$ cat config.mk
export PLATFORM = sky130hd
export DESIGN_NAME = gpr_queue
export DESIGN_NICKNAME = d
export VERILOG_FILES = /design/src/hdl/gpr_pkg.sv /design/src/hdl/gpr_queue.sv
export SDC_FILE = /design/constraint.sdc
export NUM_CORES = 1
export LEC_CHECK = 0
export BUFFER_PORTS_ARGS = -buffer_cell sky130_fd_sc_hd__clkbuf_2
export CORE_ASPECT_RATIO = 1.4
export CORE_MARGIN = 3
export CORE_UTILIZATION = 40
export DETAILED_ROUTE_END_ITERATION = 10
export SLEW_MARGIN = 20
export SYNTH_ARGS = -nofsm -noshare
export SYNTH_HDL_FRONTEND = slang
export SYNTH_SLANG_ARGS = --single-unit
export TNS_END_PERCENT = 30
$ cat constraint.sdc
create_clock -name i_clk -period 2.8 [get_ports i_clk]
set_input_delay 0.56 -clock i_clk [delete_from_list [all_inputs] [get_ports i_clk]]
set_output_delay 0.56 -clock i_clk [all_outputs]
set_load 0.05 [all_outputs]
$ cat src/hdl/gpr_pkg.sv
// ----------------------------------------------------------------------------
// gpr_pkg
// Shared types, constants and arithmetic helpers for the pyramid reduce block.
// ----------------------------------------------------------------------------
package gpr_pkg;

    localparam int PIX_W       = 8;
    localparam int CFG_W       = 11;
    localparam int COORD_W     = 13;   // covers the whole MAX_WIDTH/MAX_HEIGHT range
    localparam int OUT_COORD_W = 10;
    localparam int Q_DEPTH     = 4;
    localparam int Q_AW        = 2;

    typedef logic [1:0]         t_cfg_idx;
    typedef logic [COORD_W-1:0] t_coord;
    typedef logic [PIX_W-1:0]   t_pix;

    localparam t_cfg_idx CFG_IMAGE_WIDTH     = 2'd0;
    localparam t_cfg_idx CFG_IMAGE_HEIGHT    = 2'd1;
    localparam t_cfg_idx CFG_DECIMATE_ENABLE = 2'd2;

    // one request from the front: pixel window (index 4 = newest) and position
    typedef struct packed {
        logic [4:0][PIX_W-1:0] win;
        t_coord                col;
        t_coord                row;
        logic                  col_last;
        logic                  row_last;
    } t_job;

    typedef struct packed {
        logic full;
        logic empty;
    } t_q_stat;

    // (1,4,6,4,1)/16, floored
    function automatic t_pix blur5(input t_pix a, input t_pix b, input t_pix c,
                                   input t_pix d, input t_pix e);
        logic [11:0] s;
        s = {4'd0, a} + {2'd0, b, 2'd0} + {3'd0, c, 1'b0} + {2'd0, c, 2'd0}
          + {2'd0, d, 2'd0} + {4'd0, e};
        return s[11:4];
    endfunction

    // true if [lo, hi] holds an odd value
    function automatic logic has_odd(input t_coord lo, input t_coord hi);
        return (lo <= hi) && (lo[0] || (lo < hi));
    endfunction

endpackage

$ cat src/hdl/gpr_queue.sv
// ----------------------------------------------------------------------------
// gpr_queue
// Short request FIFO between the front and the back.
// ----------------------------------------------------------------------------
module gpr_queue import gpr_pkg::*; (
    input  logic    i_clk,
    input  logic    i_rst_n,
    input  logic    i_push,
    input  t_job    i_job,
    input  logic    i_pop,
    output t_job    o_job,
    output t_q_stat o_stat
);

    t_job            r_mem [Q_DEPTH];
    logic [Q_AW-1:0] r_wr, r_rd;
    logic [Q_AW:0]   r_cnt;

    assign o_job        = r_mem[r_rd];
    assign o_stat.full  = (r_cnt == (Q_AW+1)'(Q_DEPTH));
    assign o_stat.empty = (r_cnt == '0);

    always_ff @(posedge i_clk) begin
        if (!i_rst_n) begin
            r_wr  <= '0;
            r_rd  <= '0;
            r_cnt <= '0;
        end else begin
            if (i_push) r_wr <= r_wr + 1'b1;
            if (i_pop)  r_rd <= r_rd + 1'b1;
            case ({i_push, i_pop})
                2'b10:   r_cnt <= r_cnt + 1'b1;
                2'b01:   r_cnt <= r_cnt - 1'b1;
                default: r_cnt <= r_cnt;
            endcase
        end
    end

    always_ff @(posedge i_clk) begin
        if (i_push) r_mem[r_wr] <= i_job;
    end

endmodule

==> results of run 1 <==
-- report_power, final --
group          total, mW  internal, mW  switching [mW]
clock network       3.53          2.12            1.41
logic               1.38         0.421           0.958
registers           4.89          4.83          0.0623
total               9.80          7.37            2.43
-- state kept, by name, summed over array words and instances (netlist names), named ones only --
name	flops
r_mem	272
r_wr	2
r_cnt	3
r_rd	2
-- synth_stat cells (2+ instances only) --
library cell	count	share of area
and2_1	10	0.0061
buf_12	3	0.0058
buf_2	4	0.0019
buf_4	4	0.0029
clkbuf_1	4	0.0015
dfxtp_1	9	0.018
edfxtp_1	272	0.79
ha_1	5	0.0061
inv_1	6	0.0022
mux4_2	68	0.15
nand2_1	2	0.00073
o21ai_0	2	0.00097
xnor2_1	2	0.0017
xor2_1	3	0.0026
-- worst min-delay path by stage --
| stage | startpoint | to | slack [ps] | depth (start not counted) |
|---|---|---|---|---|
| finish | i_job[9] | r_mem[3][9] | 260 | 1 |
| global route | i_job[48] | r_mem[3][48] | 240 | 1 |
| CTS | i_job[9] | r_mem[3][9] | 240 | 1 |
| detailed placement | r_cnt[2] | r_cnt[2] | 550 | 2 |
| global placement | r_cnt[2] | r_cnt[2] | 480 | 2 |
| floorplan | r_cnt[2] | r_cnt[2] | 470 | 2 |
-- metrics by stage --
step,cells,utilization
floorplan,402,-
detailed placement,856,0.4581
global placement,856,0.4581
finish,907,0.4936
global route,907,0.4936
CTS,907,0.4936
-- kinds of logic after synthesis --
group                      after synthesis
muxes                                   69
DFF                                    281
AOI/OAI and AO/OA                        3
and+or+nand+nor                         16
adders and majority gates                6
buffers and inverters                   22
xor gates and xnor gates                 5
-- metal layers --
| layer | vias up | track usage | share of wire |
|---|---|---|---|
| li1 | 2054 | - | - |
| met1 | 2409 | 0.1687 | 0.37 |
| met2 | 122 | 0.2515 | 0.54 |
| met3 | 36 | 0.02829 | 0.056 |
| met4 | 4 | 0.04552 | 0.029 |
| met5 | - | 0 | 0.0012 |
-- final cells by class --
type,instances,area [µm²]
Tap cell,315,394.1
Fill cell,2052,12670
Inverter,6,22.52
Sequential cell,281,8356
Multi-Input combinational cell,99,1789
Clock buffer,31,690.7
Timing Repair Buffer,157,913.4
Clock inverter,18,181.4
==> flow_summary.yaml, run 1 <==
logic_synthesis:
  yosys.area_share.xor_xnor: 0.004257
  ys_seq_area_frac: 0.8116
  synth_cell_types: 22
  synth_top_family_by_area: "multiplexers"
  synth-adder-area-share: 0.008028
  ys.flop_type: "edfxtp_1"
  synth-seq-cells: 281
  synth_edf_count: 272
  synth_compound_area_frac: 0.001703
  yosys-mux-area-fraction: 0.1499
  syn-cell-area_um2: 10290
  synthSimpleGateAreaFrac: 0.009123
  syn-num-nets: 480
  netlist_instances: 402
  async_flop_share: 0
  yosysWarnings: 0
  synth.avg_cell_area_um2: 25.59
critical_path:
  path_depth: 3
  ff2ff_setup_slack_ps: 1000
  max_stage_delay_ps: 570
  reg2regPathDepth: 4
  regToRegEndpoint: "r_mem[0][36]"
  critPathBufInv: 2
  path_delay_family: "multiplexers"
  cp_max_fo: 28
  setup.worst_path.end_class: "output pin"
  path_cells: "buf_12 > mux4_2 > clkbuf_2"
  cp.arrival_ps: 2020
  critPathRequiredTime_ps: 2240
  worst_path_max_delay_cell: "mux4_2"
  path_class: "flip-flop to output pin"
  start_kind: "flip-flop"
  crit_path_end: "o_job[7]"
  reg2reg_from: "r_wr[0]"
clocking:
  clock_latency_ps: 510
  post_cts_buffers: 2
  cts_tree: "done"
  root_buffer: "clkbuf_16"
  htreeDepth: 1
  clock-sinks: 281
  numCtsBuffers: 27
  ctsHoldBuffers: 0
  cts_buffer_depth: 3
  cts_resized: 0
  clkTransAtPathRegs_ps: 60
die:
  initial_core_util: 0.4112
  die_w_um: 141.5
  die_h_um: 195.7
  coreArea_um2: 25010
  dieArea_um2: 27700
  ios: 142
  rows: 68
place:
  place_ws_ps: 489.8
  port_buffers: 141
  postPlaceCellArea_um2: 11460
  hpwl_mm: 12.34
  gp_routability_congestion: 0.7115
global_routing:
  grt_start_max_net_pins: 34
  grt_usage: 0.1401
  antenna_found_initial: 2
  grt_pass1_vias: 5233
  grt_pass1_wl_mm: 29.88
  grt.overflow.total: 0
timing:
  setup_viol: 0
  rsz0062_at_grt: "no"
  hold_slack_ps: 260.8
  worst_pin_slew_ps: 543.2
  relSlewSlack: 0.6378
  period_share: 0.9229
  setup_tns_ps: 0
  timing.fmax_mhz: 387.0
  finClkSkew_ps: 10.00
  setup_slack_ps: 215.9
  period_needed_ps: 2584
  finalHoldViolations: 0
  drv_slew: 0
finish:
  finish.instance_area_um2: 12350
  final_common_cell: "edfxtp_1"
  antenna_cells: 0
  layout_common_cells: "272 x edfxtp_1, 141 x clkbuf_2, 68 x mux4_2, 27 x clkbuf_16, 9 x buf_4"
  finalNetCount: 650
  drive_gt1_frac: 0.4544
  area_growth_pct: 20.03
power:
  total_power_mw: 9.801
  p_per_area_nw_per_um2: 793.8
  worst_ir_drop_vdd_v: 0.0004695
  leakagePower_nw: 4.204
flow_run:
  cap_violations: 0
routing:
  firstDrtPassIters: 4
  drc_errors: 0
  wl_per_cell_um: 21.35
  vias: 4625
  viasPerCell: 5.099
  antenna_left: 0
  first_iter_violations: 253
  wirelength_mm: 19.37
outcome:
  status: "finished clean"
hold_path:
  worst_hold_path_type: "primary input to flip-flop"
(Power assumes the default switching activity.)
==> inputs of run 2 (changes only) <==
--- a/config.mk
+++ b/config.mk
@@ -10,6 +10,7 @@
 export CORE_MARGIN = 3
 export CORE_UTILIZATION = 40
 export DETAILED_ROUTE_END_ITERATION = 10
+export RECOVER_POWER = 100
 export SLEW_MARGIN = 20
 export SYNTH_ARGS = -nofsm -noshare
 export SYNTH_HDL_FRONTEND = slang
==> run 2 against run 1 <==
The flow now finishes with violations (capacitance limit, slew limit). Final area is 1.1% lower. Largest cell class unchanged. Highest routed layer unchanged. Clock power barely moved. Critical path type unchanged. Worst setup slack got worse by 1.7 ps.
==> flow_summary.yaml, run 2 (synthesis gave the netlist of run 1 again) <==
timing:
  worst_pin_slew_ps: 1665
  period_share: 0.9235
  hold_slack_ps: 297.1
  timing.fmax_mhz: 386.7
  finalHoldViolations: 0
  setup_tns_ps: 0
  period_needed_ps: 2586
  rsz0062_at_grt: "no"
  setup_viol: 0
  drv_slew: 29
  relSlewSlack: -0.1103
  finClkSkew_ps: 9.771
place:
  port_buffers: 141
  placed_cells: 856
  hpwl_mm: 12.34
  postPlaceCellArea_um2: 11460
  gp_routability_congestion: 0.7115
global_routing:
  grt.overflow.total: 0
  grt_usage: 0.1401
  grt_pass1_vias: 5233
  grt_pass1_wl_mm: 29.88
  antenna_found_initial: 2
  grt_start_max_net_pins: 34
critical_path:
  regToRegEndpoint: "r_mem[2][21]"
  ff2ff_setup_slack_ps: 250
  path_class: "flip-flop to output pin"
  crit_path_end: "o_job[7]"
  start_kind: "flip-flop"
  cp.arrival_ps: 2030
  critPathRequiredTime_ps: 2240
  reg2reg_from: "r_wr[0]"
  cp_max_fo: 28
  setup.worst_path.end_class: "output pin"
  reg2regPathDepth: 4
finish:
  finish.instance_area_um2: 12220
  top_register: "r_mem"
  area_growth_pct: 18.76
  layout_common_cells: "272 x edfxtp_1, 83 x clkbuf_1, 68 x mux4_2, 67 x clkbuf_2, 27 x clkbuf_16"
  drive_gt1_frac: 0.3176
  reg_top3: "r_mem x272, r_cnt x3"
  fillCellCount: 2098
  final_cells: 907
  final_common_cell: "edfxtp_1"
  largest_reg_flops: 272
  finalNetCount: 650
  antenna_cells: 0
flow_run:
  cap_violations: 1
clocking:
  htreeDepth: 1
  cts_buffer_depth: 3
  post_cts_buffers: 2
  clock-sinks: 281
  clkTransAtPathRegs_ps: 60
  clock_latency_ps: 510
  root_buffer: "clkbuf_16"
  numCtsBuffers: 27
  ctsHoldBuffers: 0
  cts_tree: "done"
  cts_resized: 0
routing:
  vias: 4626
  antenna_left: 0
  wirelength_mm: 19.41
  first_iter_violations: 279
  wl_per_cell_um: 21.40
  drc_errors: 0
  firstDrtPassIters: 4
  viasPerCell: 5.100
power:
  leakagePower_nw: 3.953
  p_per_area_nw_per_um2: 800.5
  total_power_mw: 9.779
  worst_ir_drop_vdd_v: 0.0004700
die:
  coreArea_um2: 25010
  initial_core_util: 0.4112
  die_h_um: 195.7
  die_w_um: 141.5
  ios: 142
  dieArea_um2: 27700
  rows: 68
outcome:
  violations: "capacitance limit, slew limit"
  status: "complete, but fails checks"
hold_path:
  worst_hold_path_type: "primary input to flip-flop"
## run 2: layer usage
metal  part of all wire  vias to the layer above  global-route usage
met5             0.0018                        -                   0
li1                   -                     2051                   -
met2               0.54                      119              0.2515
met3              0.051                       34             0.02829
met4              0.027                        4             0.04552
met1               0.38                     2418              0.1687
## run 2: layout make-up
class	instances	area, µm²	area share
repair buffers	157	789.5	0.06463
clock buffers	31	690.7	0.05654
flip-flops and latches	281	8356	0.6840
clock inverters	18	181.4	0.01485
multi-input cells	99	1782	0.1459
well taps	315	394.1	0.03226
inverters	6	22.52	0.001844
## run 2: worst min path at each step
| stage | from | endpoint | slack (ps) | cells after the start |
|---|---|---|---|---|
| global route | i_job[48] | r_mem[3][48] | 280 | 1 |
| CTS | i_job[9] | r_mem[3][9] | 240 | 1 |
| detailed placement | r_cnt[2] | r_cnt[2] | 550 | 2 |
| finish | i_job[9] | r_mem[3][9] | 300 | 1 |
| global placement | r_cnt[2] | r_cnt[2] | 480 | 2 |
| floorplan | r_cnt[2] | r_cnt[2] | 470 | 2 |
## run 2: critical path: stages, from the launching register on
cell	delay, ps
dfxtp_4	400
buf_12	270
mux4_2	570
clkbuf_2	260
## run 2: stage by stage
stage	setup WS, ps	util
2_1_floorplan	211.2	-
3_3_place_gp	509.2	0.4581
3_5_place_dp	489.8	0.4581
4_1_cts	160.0	0.4936
5_1_grt	60.69	0.4883
6_report	214.2	0.4883
## run 2: power by group
group          switching [mW]  internal [mW]
Clock                    1.41           2.12
Sequential             0.0624           4.83
Combinational           0.957          0.395
Total                    2.43           7.35
