## src/hdl/gpr_pkg.sv

```systemverilog
// ----------------------------------------------------------------------------
// gpr_pkg
// Shared types, constants and arithmetic helpers for the pyramid reduce block.
// ----------------------------------------------------------------------------
package gpr_pkg;

    localparam int PIX_W       = 8;
    localparam int CFG_W       = 11;
    localparam int COORD_W     = 13;   // covers the whole MAX_WIDTH/MAX_HEIGHT range
    localparam int OUT_COORD_W = 10;
    localparam int Q_DEPTH     = 4;
    localparam int Q_AW        = 2;

    typedef logic [1:0]         t_cfg_idx;
    typedef logic [COORD_W-1:0] t_coord;
    typedef logic [PIX_W-1:0]   t_pix;

    localparam t_cfg_idx CFG_IMAGE_WIDTH     = 2'd0;
    localparam t_cfg_idx CFG_IMAGE_HEIGHT    = 2'd1;
    localparam t_cfg_idx CFG_DECIMATE_ENABLE = 2'd2;

    // one request from the front: pixel window (index 4 = newest) and position
    typedef struct packed {
        logic [4:0][PIX_W-1:0] win;
        t_coord                col;
        t_coord                row;
        logic                  col_last;
        logic                  row_last;
    } t_job;

    typedef struct packed {
        logic full;
        logic empty;
    } t_q_stat;

    // (1,4,6,4,1)/16, floored
    function automatic t_pix blur5(input t_pix a, input t_pix b, input t_pix c,
                                   input t_pix d, input t_pix e);
        logic [11:0] s;
        s = {4'd0, a} + {2'd0, b, 2'd0} + {3'd0, c, 1'b0} + {2'd0, c, 2'd0}
          + {2'd0, d, 2'd0} + {4'd0, e};
        return s[11:4];
    endfunction

    // true if [lo, hi] holds an odd value
    function automatic logic has_odd(input t_coord lo, input t_coord hi);
        return (lo <= hi) && (lo[0] || (lo < hi));
    endfunction

endpackage

```

## src/hdl/gpr_front.sv

```systemverilog
// ----------------------------------------------------------------------------
// gpr_front
// Config registers, raster position and raw pixel window; issues column jobs.
// ----------------------------------------------------------------------------
module gpr_front import gpr_pkg::*; #(
    parameter int MAX_WIDTH  = 1024,
    parameter int MAX_HEIGHT = 1024
) (
    input  logic             i_clk,
    input  logic             i_rst_n,
    input  logic             i_cfg_we,
    input  t_cfg_idx         i_cfg_idx,
    input  logic [CFG_W-1:0] i_cfg_data,
    input  logic             i_valid,
    output logic             o_ready,
    input  t_pix             i_pixel,
    input  logic             i_full,
    output logic             o_push,
    output t_job             o_job,
    output logic             o_decimate
);

    logic [CFG_W-1:0] r_width, r_height;
    logic             r_decimate;
    t_coord           r_col, n_col;
    t_coord           r_row, n_row;
    logic [3:0][PIX_W-1:0] r_win;
    t_coord           w_m1, h_m1;
    logic             accept;

    always_comb begin
        if (r_width < CFG_W'(4))
            w_m1 = t_coord'(3);
        else if (32'(r_width) > MAX_WIDTH)
            w_m1 = t_coord'(MAX_WIDTH - 1);
        else
            w_m1 = t_coord'(r_width) - t_coord'(1);
        if (r_height < CFG_W'(4))
            h_m1 = t_coord'(3);
        else if (32'(r_height) > MAX_HEIGHT)
            h_m1 = t_coord'(MAX_HEIGHT - 1);
        else
            h_m1 = t_coord'(r_height) - t_coord'(1);
    end

    assign o_ready    = !i_full;
    assign accept     = i_valid && !i_full;
    assign o_decimate = r_decimate;

    assign o_job.win      = {i_pixel, r_win[3], r_win[2], r_win[1], r_win[0]};
    assign o_job.col      = r_col;
    assign o_job.row      = r_row;
    assign o_job.col_last = (r_col == w_m1);
    assign o_job.row_last = (r_row == h_m1);
    // the first two pixels of a row complete no column yet
    assign o_push         = accept && (r_col >= t_coord'(2));

    always_comb begin
        n_col = r_col;
        n_row = r_row;
        if (accept) begin
            if (o_job.col_last) begin
                n_col = '0;
                n_row = o_job.row_last ? '0 : r_row + t_coord'(1);
            end else begin
                n_col = r_col + t_coord'(1);
            end
        end
        if (i_cfg_we && (i_cfg_idx == CFG_IMAGE_WIDTH || i_cfg_idx == CFG_IMAGE_HEIGHT)) begin
            n_col = '0;
            n_row = '0;
        end
    end

    always_ff @(posedge i_clk) begin
        if (!i_rst_n) begin
            r_width    <= CFG_W'(1024);
            r_height   <= CFG_W'(1024);
            r_decimate <= 1'b1;
            r_col      <= '0;
            r_row      <= '0;
        end else begin
            r_col <= n_col;
            r_row <= n_row;
            if (i_cfg_we) begin
                case (i_cfg_idx)
                    CFG_IMAGE_WIDTH:     r_width    <= i_cfg_data;
                    CFG_IMAGE_HEIGHT:    r_height   <= i_cfg_data;
                    CFG_DECIMATE_ENABLE: r_decimate <= i_cfg_data[0];
                    default: ;
                endcase
            end
        end
    end

    always_ff @(posedge i_clk) begin
        if (accept) begin
            r_win <= {i_pixel, r_win[3], r_win[2], r_win[1]};
        end
    end

endmodule

```

## config.mk

```make
export PLATFORM = sky130hd
export DESIGN_NAME = gpr_front
export DESIGN_NICKNAME = d
export VERILOG_FILES = /design/src/hdl/gpr_pkg.sv /design/src/hdl/gpr_front.sv
export SDC_FILE = /design/constraint.sdc
export NUM_CORES = 1
export LEC_CHECK = 0
export ABC_AREA = 1
export ABC_CLOCK_PERIOD_IN_PS = 2800
export BUFFER_PORTS_ARGS = -buffer_cell sky130_fd_sc_hd__buf_2
export CORE_MARGIN = 3
export CORE_UTILIZATION = 40
export DETAILED_ROUTE_END_ITERATION = 8
export GPL_ROUTABILITY_DRIVEN = 0
export SKIP_LAST_GASP = 1
export SLEW_MARGIN = 20
export SYNTH_ARGS = -nofsm -noshare
export SYNTH_HDL_FRONTEND = slang
export SYNTH_SLANG_ARGS = --single-unit
```

## constraint.sdc

```tcl
create_clock -name i_clk -period 2.8 [get_ports i_clk]
set_clock_uncertainty 0.1 [all_clocks]
set_input_delay 0.14 -clock i_clk [delete_from_list [all_inputs] [get_ports i_clk]]
set_output_delay 0.14 -clock i_clk [all_outputs]
set_load 0.02 [all_outputs]
```

==> tab_implementation.tex, run 1 <==
\begin{tabular}{lr}
\hline
Metric & Value \\
\hline
\multicolumn{2}{l}{\textbf{Status}} \\
\quad Outcome & complete, no violations \\
\multicolumn{2}{l}{\textbf{Pwr}} \\
\quad Total power of the final layout & 2.67 mW \\
\quad Leakage power & 2.52 nW \\
\quad PD cells & 488 nW/µm² \\
\quad Highest ir drop seen on vdd & 257 µV \\
\multicolumn{2}{l}{\textbf{Drt}} \\
\quad Average wire per standard cell & 13.3 µm \\
\quad Routed Antenna Nets & 0 \\
\quad DRT Pass-1 Iters & 5 \\
\quad Remaining design rule violation count & 0 \\
\quad DRC violation total after the first TritonRoute iteration & 260 \\
\quad Final routed wirelength across all metal layers & 11900 µm \\
\quad Via density & 4.94 \\
\quad Total via count in the routed design & 4398 \\
\multicolumn{2}{l}{\textbf{STA}} \\
\quad Final critical delay including setup and external delays & 2.57 ns \\
\quad Final Hold Violating Endpoints & 0 \\
\quad Number of max-slew violations in the final report & 0 \\
\quad Final-report setup violation count & 0 \\
\quad Max Freq & 0.389 GHz \\
\quad Transition time at the pin with the least slew margin & 0.518 ns \\
\quad Worst slew margin relative to its limit & 0.652 \\
\quad Ratio of final minimum period to clock period & 0.919 \\
\multicolumn{2}{l}{\textbf{Layout}} \\
\quad Post-layout net count & 777 \\
\quad Area growth from synthesis to layout & 21.7\% \\
\quad Multi-input logic area & 2160 µm² \\
\quad Fill cells & 1109 \\
\quad Final cell utilization of the core & 0.502 \\
\quad Sequential cell area & 1940 µm² \\
\quad Share of layout cells above drive strength 1 & 0.186 \\
\quad Antenna diode count & 0 \\
\multicolumn{2}{l}{\textbf{Worst setup path}} \\
\quad Worst EP required & 2.56 ns \\
\quad Data arrival time of the critical path & 2.33 ns \\
\quad Sort of element at the start of the critical path & register \\
\quad Nature of the critical path endpoint & primary output \\
\quad Type of the worst setup path & reg -> out \\
\quad Cell type of the slowest stage on the worst timing path & sky130\_fd\_sc\_hd\_\_dfxtp\_1 \\
\quad Category of cells accounting for the largest share of critical-path delay & simple AND/OR/NAND/NOR gates \\
\quad Cell breakdown of the critical path & nor2\_2, nand3\_2, o21ai\_4, nand2\_1, nand3\_1, nand2\_1, nor2\_1, nand2\_1, nor2\_1, nand2\_1, inv\_1, buf\_2 \\
\quad Critical R2R Capture & r\_row[1] \\
\quad Flop-to-flop setup slack & 0.29 ns \\
\quad CP Max Fanout & 9 \\
\quad Most Frequent Cell on Critical Path & sky130\_fd\_sc\_hd\_\_nand2\_1 \\
\quad Critical path buffers and inverters & 2 \\
\quad RR Startpoint & r\_width[2] \\
\quad Maximum single-stage delay on the critical path & 0.35 ns \\
\quad Depth of the most critical reg-to-reg path & 15 \\
\multicolumn{2}{l}{\textbf{Clock tree}} \\
\quad Max clock buf depth & 2 \\
\quad Deepest level of the CTS H-tree & 3 \\
\quad Clock insertion delay at the later pin of the skew report & 0.35 ns \\
\quad Clock tree from TritonCTS & done \\
\quad Root buffer cell & sky130\_fd\_sc\_hd\_\_clkbuf\_8 \\
\quad Clock buffers created by TritonCTS & 9 \\
\quad Sink Count & 81 \\
\quad Clock-pin slew on the worst setup and hold paths & 0.08 ns \\
\multicolumn{2}{l}{\textbf{Die}} \\
\quad Die boundary height & 112 µm \\
\quad Number of I/O pins & 97 \\
\quad Die Footprint & 12500 µm² \\
\quad Initial Utilization & 0.412 \\
\quad Die outline width & 112 µm \\
\quad Total number of placement rows & 38 \\
\quad Core area & 10900 µm² \\
\multicolumn{2}{l}{\textbf{Hold path}} \\
\quad Start point of the worst hold path & i\_cfg\_we \\
\quad Hold Crit Depth & 3 \\
\quad Sink of the worst hold path & o\_decimate \\
\quad Class of the tightest hold or removal check & in -> reg \\
\multicolumn{2}{l}{\textbf{Synthesis}} \\
\quad Average size of a mapped cell & 7.06 µm² \\
\quad Area of the mapped netlist & 4490 µm² \\
\quad Syn\_nets & 667 \\
\quad Register area share after synthesis & 0.432 \\
\quad Yosys Warn Count & 0 \\
\quad Post-synthesis register bit count & 81 \\
\quad Syn Inst Count & 636 \\
\quad Number of unique standard cell types used by synthesis & 30 \\
\multicolumn{2}{l}{\textbf{Run}} \\
\quad Max Cap Violations & 0 \\
\multicolumn{2}{l}{\textbf{GRT}} \\
\quad Maximum number of pins on one net before global-route repair & 37 \\
\quad Remaining global-route overflow & 0 \\
\quad Initial antenna violation count & 0 \\
\quad Total track usage & 0.188 \\
\quad Number of global-route vias before repair & 4136 \\
\quad First-pass GRT wire length & 19300 µm \\
\multicolumn{2}{l}{\textbf{Placement}} \\
\quad I/O Buffers & 96 \\
\quad Half-perimeter wire length after placement & 9040 µm \\
\hline
\end{tabular}
[cells in the final DEF, fill, tap and decap left out, types with 5 or more instances in the layout]
| cell type | n |
|---|---|
| sky130_fd_sc_hd__nand3_1 | 49 |
| sky130_fd_sc_hd__nor2_2 | 10 |
| sky130_fd_sc_hd__dlygate4sd3_1 | 17 |
| sky130_fd_sc_hd__a21oi_1 | 30 |
| sky130_fd_sc_hd__nand4_1 | 13 |
| sky130_fd_sc_hd__dfxtp_1 | 48 |
| sky130_fd_sc_hd__nor4_1 | 5 |
| sky130_fd_sc_hd__clkbuf_8 | 9 |
| sky130_fd_sc_hd__edfxtp_1 | 32 |
| sky130_fd_sc_hd__inv_1 | 75 |
| sky130_fd_sc_hd__nor3_1 | 10 |
| sky130_fd_sc_hd__xnor2_1 | 5 |
| sky130_fd_sc_hd__nor2_1 | 82 |
| sky130_fd_sc_hd__xor2_1 | 11 |
| sky130_fd_sc_hd__buf_2 | 96 |
| sky130_fd_sc_hd__nand2_1 | 194 |
| sky130_fd_sc_hd__o21ai_0 | 29 |
[kinds of logic after synthesis]
kind of cell / count (synthesis) / share of synthesized area
and+or+nand+nor: 373 / 0.353
buffers and inverters: 95 / 0.0900
DFF: 81 / 0.432
AOI/OAI and AO/OA: 66 / 0.0791
xor gates and xnor gates: 16 / 0.0312
adders and majority gates: 5 / 0.0139
[worst reg2reg max path, stage by stage (launching register included)]
cell	delay [ns]
sky130_fd_sc_hd__dfxtp_1	0.35
sky130_fd_sc_hd__nor2_2	0.19
sky130_fd_sc_hd__nand3_2	0.15
sky130_fd_sc_hd__o21ai_4	0.27
sky130_fd_sc_hd__buf_4	0.15
sky130_fd_sc_hd__nand2_1	0.07
sky130_fd_sc_hd__nand3_2	0.08
sky130_fd_sc_hd__nand2_1	0.05
sky130_fd_sc_hd__nor2_1	0.11
sky130_fd_sc_hd__nand2_1	0.06
sky130_fd_sc_hd__nor2_1	0.11
sky130_fd_sc_hd__nand3_1	0.09
sky130_fd_sc_hd__nand2_1	0.34
sky130_fd_sc_hd__inv_1	0.14
sky130_fd_sc_hd__nand2_1	0.09
sky130_fd_sc_hd__nand2_1	0.05
[registers in the layout, summed over array words and instances (netlist names)]
signal and flops:
r_col 13, o_decimate 1, r_width 11, r_height 11
o_job 32, r_row 13
[metal layers]
layer | up-vias | global-route usage | share of wire
met5 | - | 0 | 0
met4 | 0 | 0.0737 | 0.028
met3 | 27 | 0.0359 | 0.058
met2 | 124 | 0.321 | 0.48
met1 | 1989 | 0.235 | 0.43
li1 | 2258 | - | -
[report_power, final]
group,switching [mW],internal [mW]
Sequential,0.0278,1.26
Combinational,0.313,0.168
Clock,0.465,0.429
[final cells by class]
cell class,instances,area share
clock inverter,7,0.0153
multi-input combinational,460,0.396
inverter,77,0.0538
sequential,81,0.356
clock buffer,9,0.0227
timing repair buffer,117,0.125
tap,140,0.0321
[synth_stat cells]
library cell	instances	area (µm²)
sky130_fd_sc_hd__buf_6	1	11.3
sky130_fd_sc_hd__o211ai_1	3	22.5
sky130_fd_sc_hd__a31oi_1	2	12.5
sky130_fd_sc_hd__a41oi_1	1	8.76
sky130_fd_sc_hd__nand3_1	50	250
sky130_fd_sc_hd__nor3_1	11	55.1
sky130_fd_sc_hd__nand2_2	2	12.5
sky130_fd_sc_hd__o21ai_4	1	16.3
sky130_fd_sc_hd__inv_2	1	3.75
sky130_fd_sc_hd__buf_4	9	67.6
sky130_fd_sc_hd__clkbuf_1	7	26.3
sky130_fd_sc_hd__nand3_4	1	17.5
sky130_fd_sc_hd__nor2_2	8	50.1
sky130_fd_sc_hd__ha_1	5	62.6
sky130_fd_sc_hd__dfxtp_1	49	981
sky130_fd_sc_hd__buf_2	1	5.00
sky130_fd_sc_hd__xor2_1	11	96.3
sky130_fd_sc_hd__a21oi_1	30	150
sky130_fd_sc_hd__o21ai_0	29	145
sky130_fd_sc_hd__nor3b_1	1	7.51
sky130_fd_sc_hd__nand2_1	194	728
sky130_fd_sc_hd__nor2_1	84	315
sky130_fd_sc_hd__nand3_2	3	30.0
sky130_fd_sc_hd__nor4_1	5	31.3
sky130_fd_sc_hd__clkinv_4	1	8.76
sky130_fd_sc_hd__edfxtp_1	32	961
sky130_fd_sc_hd__nand4_1	13	81.3
sky130_fd_sc_hd__xnor2_1	5	43.8
sky130_fd_sc_hd__nand3b_1	1	7.51
sky130_fd_sc_hd__inv_1	75	282
[repair_timing]
item,in CTS,in global routing
endpoints found under the setup margin,0,3
buffers inserted,0,1
resized for setup,0,7
hold buffers,17,0
hold endpoints to repair,21,0
[worst max path at each step]
stage	from	endpoint	slack (ns)	depth (start not counted)
2_1_floorplan	r_col[1]	r_col[12]	0.65	13
3_3_place_gp	r_width[0]	r_col[10]	0.37	18
3_5_place_dp	r_width[0]	r_row[1]	0.31	17
4_1_cts	r_height[2]	o_job[0]	0.16	14
5_1_grt	r_height[2]	o_job[0]	-0.01	14
6_report	r_width[2]	o_job[1]	0.23	12
[stage by stage]
step	setup TNS (ns)	hold WS [ns]	instances	worst slack, ns	cell area (µm²)
after floorplan	0	0.139	636	0.655	4490
after global placement	0	0.230	857	0.371	5060
after detailed placement	0	0.230	857	0.309	5060
after CTS	0	0.00690	890	0.164	5440
after global routing	-0.0148	0.0388	891	-0.0148	5470
final	0	0.0356	891	0.226	5470
No activity file was read; power rests on OpenSTA's default activity.
==> run 2, diff against run 1 <==
- REMOVE_ABC_BUFFERS: default -> 1
==> tab_implementation.tex, run 2 (same netlist as run 1, synthesis figures left out) <==
\begin{tabular}{lr}
\hline
Metric & Value \\
\hline
\multicolumn{2}{l}{\textbf{Status}} \\
\quad Outcome & complete, no violations \\
\multicolumn{2}{l}{\textbf{Hold path}} \\
\quad Sink of the worst hold path & o\_decimate \\
\quad Start point of the worst hold path & i\_cfg\_we \\
\quad Class of the tightest hold or removal check & in -> reg \\
\quad Hold Crit Depth & 3 \\
\multicolumn{2}{l}{\textbf{Pwr}} \\
\quad Internal Power & 1.87 mW \\
\quad Proportion of total power due to net switching & 0.290 \\
\quad Clock Power Share & 0.327 \\
\quad Net switching power figure & 0.764 mW \\
\quad PD cells & 484 nW/µm² \\
\quad Leakage power & 2.51 nW \\
\quad Portion of total power attributed to sequential cells & 0.490 \\
\quad Highest ir drop seen on vdd & 246 µV \\
\quad Comb pwr share & 0.183 \\
\multicolumn{2}{l}{\textbf{STA}} \\
\quad Final-report setup violation count & 0 \\
\quad Number of max-slew violations in the final report & 0 \\
\quad Final critical delay including setup and external delays & 2.59 ns \\
\quad Setup repair after global routing missed its margin & yes \\
\quad Max Freq & 0.386 GHz \\
\quad Final Hold Violating Endpoints & 0 \\
\quad Sum of negative setup slack & 0 ns \\
\quad Post-layout worst setup margin & 0.207 ns \\
\quad Transition time at the pin with the least slew margin & 0.534 ns \\
\quad Worst slew margin relative to its limit & 0.643 \\
\quad Ratio of final minimum period to clock period & 0.926 \\
\multicolumn{2}{l}{\textbf{Worst setup path}} \\
\quad Worst EP required & 2.56 ns \\
\quad RR Startpoint & r\_col[0] \\
\quad CP Max Fanout & 6 \\
\quad Cell type of the slowest stage on the worst timing path & sky130\_fd\_sc\_hd\_\_dfxtp\_1 \\
\quad Depth of the most critical reg-to-reg path & 10 \\
\quad Data arrival time of the critical path & 2.35 ns \\
\quad Number of stages on the worst setup path & 13 \\
\quad Sort of element at the start of the critical path & register \\
\quad Type of the worst setup path & reg -> out \\
\quad Cell breakdown of the critical path & inv\_1, ha\_1, nand3\_1, o21ai\_0, nand2\_1, nor2\_1, nand2\_1, nand2\_1, nand2\_1, nor2\_1, nand3\_1, inv\_1, buf\_2 \\
\quad Most Frequent Cell on Critical Path & sky130\_fd\_sc\_hd\_\_nand2\_1 \\
\quad Flop-to-flop setup slack & 0.38 ns \\
\quad Category of cells accounting for the largest share of critical-path delay & simple AND/OR/NAND/NOR gates \\
\quad Critical path buffers and inverters & 3 \\
\quad Nature of the critical path endpoint & primary output \\
\quad Maximum single-stage delay on the critical path & 0.32 ns \\
\quad Critical R2R Capture & r\_col[11] \\
\multicolumn{2}{l}{\textbf{Clock tree}} \\
\quad Max clock buf depth & 2 \\
\quad Clock tree from TritonCTS & done \\
\quad Sink Count & 81 \\
\quad Deepest level of the CTS H-tree & 3 \\
\quad Post-CTS Repair Setup Buffers & 0 \\
\quad Clock buffers created by TritonCTS & 9 \\
\quad Clock-pin slew on the worst setup and hold paths & 0.09 ns \\
\quad Clock insertion delay at the later pin of the skew report & 0.35 ns \\
\quad Root buffer cell & sky130\_fd\_sc\_hd\_\_clkbuf\_8 \\
\multicolumn{2}{l}{\textbf{Placement}} \\
\quad Placement Setup Slack & 0.318 ns \\
\quad Cell count after placement & 856 \\
\quad Half-perimeter wire length after placement & 9120 µm \\
\quad I/O Buffers & 96 \\
\multicolumn{2}{l}{\textbf{Drt}} \\
\quad Average wire per standard cell & 13.4 µm \\
\quad Routed Antenna Nets & 0 \\
\quad Via density & 4.87 \\
\quad Total via count in the routed design & 4333 \\
\quad Final routed wirelength across all metal layers & 11900 µm \\
\quad DRC violation total after the first TritonRoute iteration & 369 \\
\quad DRT Pass-1 Iters & 5 \\
\quad Remaining design rule violation count & 0 \\
\multicolumn{2}{l}{\textbf{Layout}} \\
\quad Commonest cells after routing, fill and taps aside & sky130\_fd\_sc\_hd\_\_nand2\_1 (193), sky130\_fd\_sc\_hd\_\_buf\_2 (96), sky130\_fd\_sc\_hd\_\_nor2\_1 (81), sky130\_fd\_sc\_hd\_\_inv\_1 (74), sky130\_fd\_sc\_hd\_\_nand3\_1 (50) \\
\quad Share of layout cells above drive strength 1 & 0.180 \\
\quad Area growth from synthesis to layout & 21.2\% \\
\quad Non-Filler Instances & 889 \\
\quad Number of flip-flops in the largest register & 32 \\
\quad Most common library cell in the layout ignoring fill and taps & sky130\_fd\_sc\_hd\_\_nand2\_1 \\
\quad Post-layout net count & 775 \\
\quad Final cell utilization of the core & 0.500 \\
\quad Antenna diode count & 0 \\
\multicolumn{2}{l}{\textbf{GRT}} \\
\quad Number of global-route vias before repair & 4116 \\
\quad Initial antenna violation count & 0 \\
\quad Total track usage & 0.192 \\
\quad First-pass GRT wire length & 19800 µm \\
\quad Remaining global-route overflow & 0 \\
\quad Maximum number of pins on one net before global-route repair & 36 \\
\multicolumn{2}{l}{\textbf{Die}} \\
\quad Number of I/O pins & 97 \\
\quad Die outline width & 112 µm \\
\quad Die Footprint & 12500 µm² \\
\quad Die boundary height & 112 µm \\
\quad Core area & 10900 µm² \\
\quad Total number of placement rows & 38 \\
\quad Initial Utilization & 0.412 \\
\multicolumn{2}{l}{\textbf{Run}} \\
\quad Max Cap Violations & 0 \\
\hline
\end{tabular}
## run 2: changes by cell type in the layout (fill, tap and decap cells not counted), sizes merged
cell,change
inv,-4
clkbuf,+3
buf,-2
clkinv,+2
clkinvlp,-1
## run 2: through the flow
| step | total power [mW] | hold WS (ns) | instance area, µm² |
|---|---|---|---|
| 2_1_floorplan | 1.63 | 0.139 | 4380 |
| 3_5_place_dp | 1.77 | 0.236 | 5050 |
| 5_1_grt | 2.80 | 0.00367 | 5440 |
| 4_1_cts | 2.65 | 0.00614 | 5420 |
| 3_3_place_gp | 1.76 | 0.239 | 5050 |
| 6_report | 2.63 | 0.0173 | 5440 |
## run 2: tightest hold or removal path: cells and delay by family
kind	cells	cell delay (ns)
AO/OA/AOI/OAI	1	0.08
buffers and inverters	1	0.11
AND/OR/NAND/NOR	1	0.09
## run 2: power groups by stage
stage               clock network, mW  logic [mW]  registers [mW]
floorplan                           0       0.296            1.34
global placement                    0       0.447            1.32
detailed placement                  0       0.454            1.32
CTS                             0.890       0.474            1.29
global route                    0.949       0.551            1.30
finish                          0.860       0.481            1.29
## run 2: layout make-up
| cell class | instances | area, µm² |
|---|---|---|
| fillers | 1092 | 5450 |
| multi-input cells | 460 | 2170 |
| flip-flops and latches | 81 | 1940 |
| repair buffers | 115 | 666 |
| inverters | 77 | 294 |
| well taps | 140 | 175 |
| clock buffers | 12 | 145 |
| clock inverters | 4 | 52.6 |
## run 2: worst max-delay path by stage
stage / startpoint / end
after floorplan: r_width[0] / r_col[10]
after detailed placement: r_width[0] / r_col[10]
after CTS: r_width[0] / o_job[1]
after global placement: r_width[0] / r_col[10]
after global routing: r_height[6] / o_job[0]
final: r_height[0] / o_job[0]
## run 2: timing repair
action	4_1_cts	5_1_grt
resized for setup	0	7
hold endpoints to repair	21	0
endpoints found under the setup margin	0	8
hold buffers	17	0
## run 2: layer usage
layer  up-vias  track usage  share of wire
met5         -            0              0
met4         0       0.0617          0.012
met3        12       0.0408          0.060
met2       153        0.318           0.46
met1      1907        0.253           0.47
li1       2261            -              -
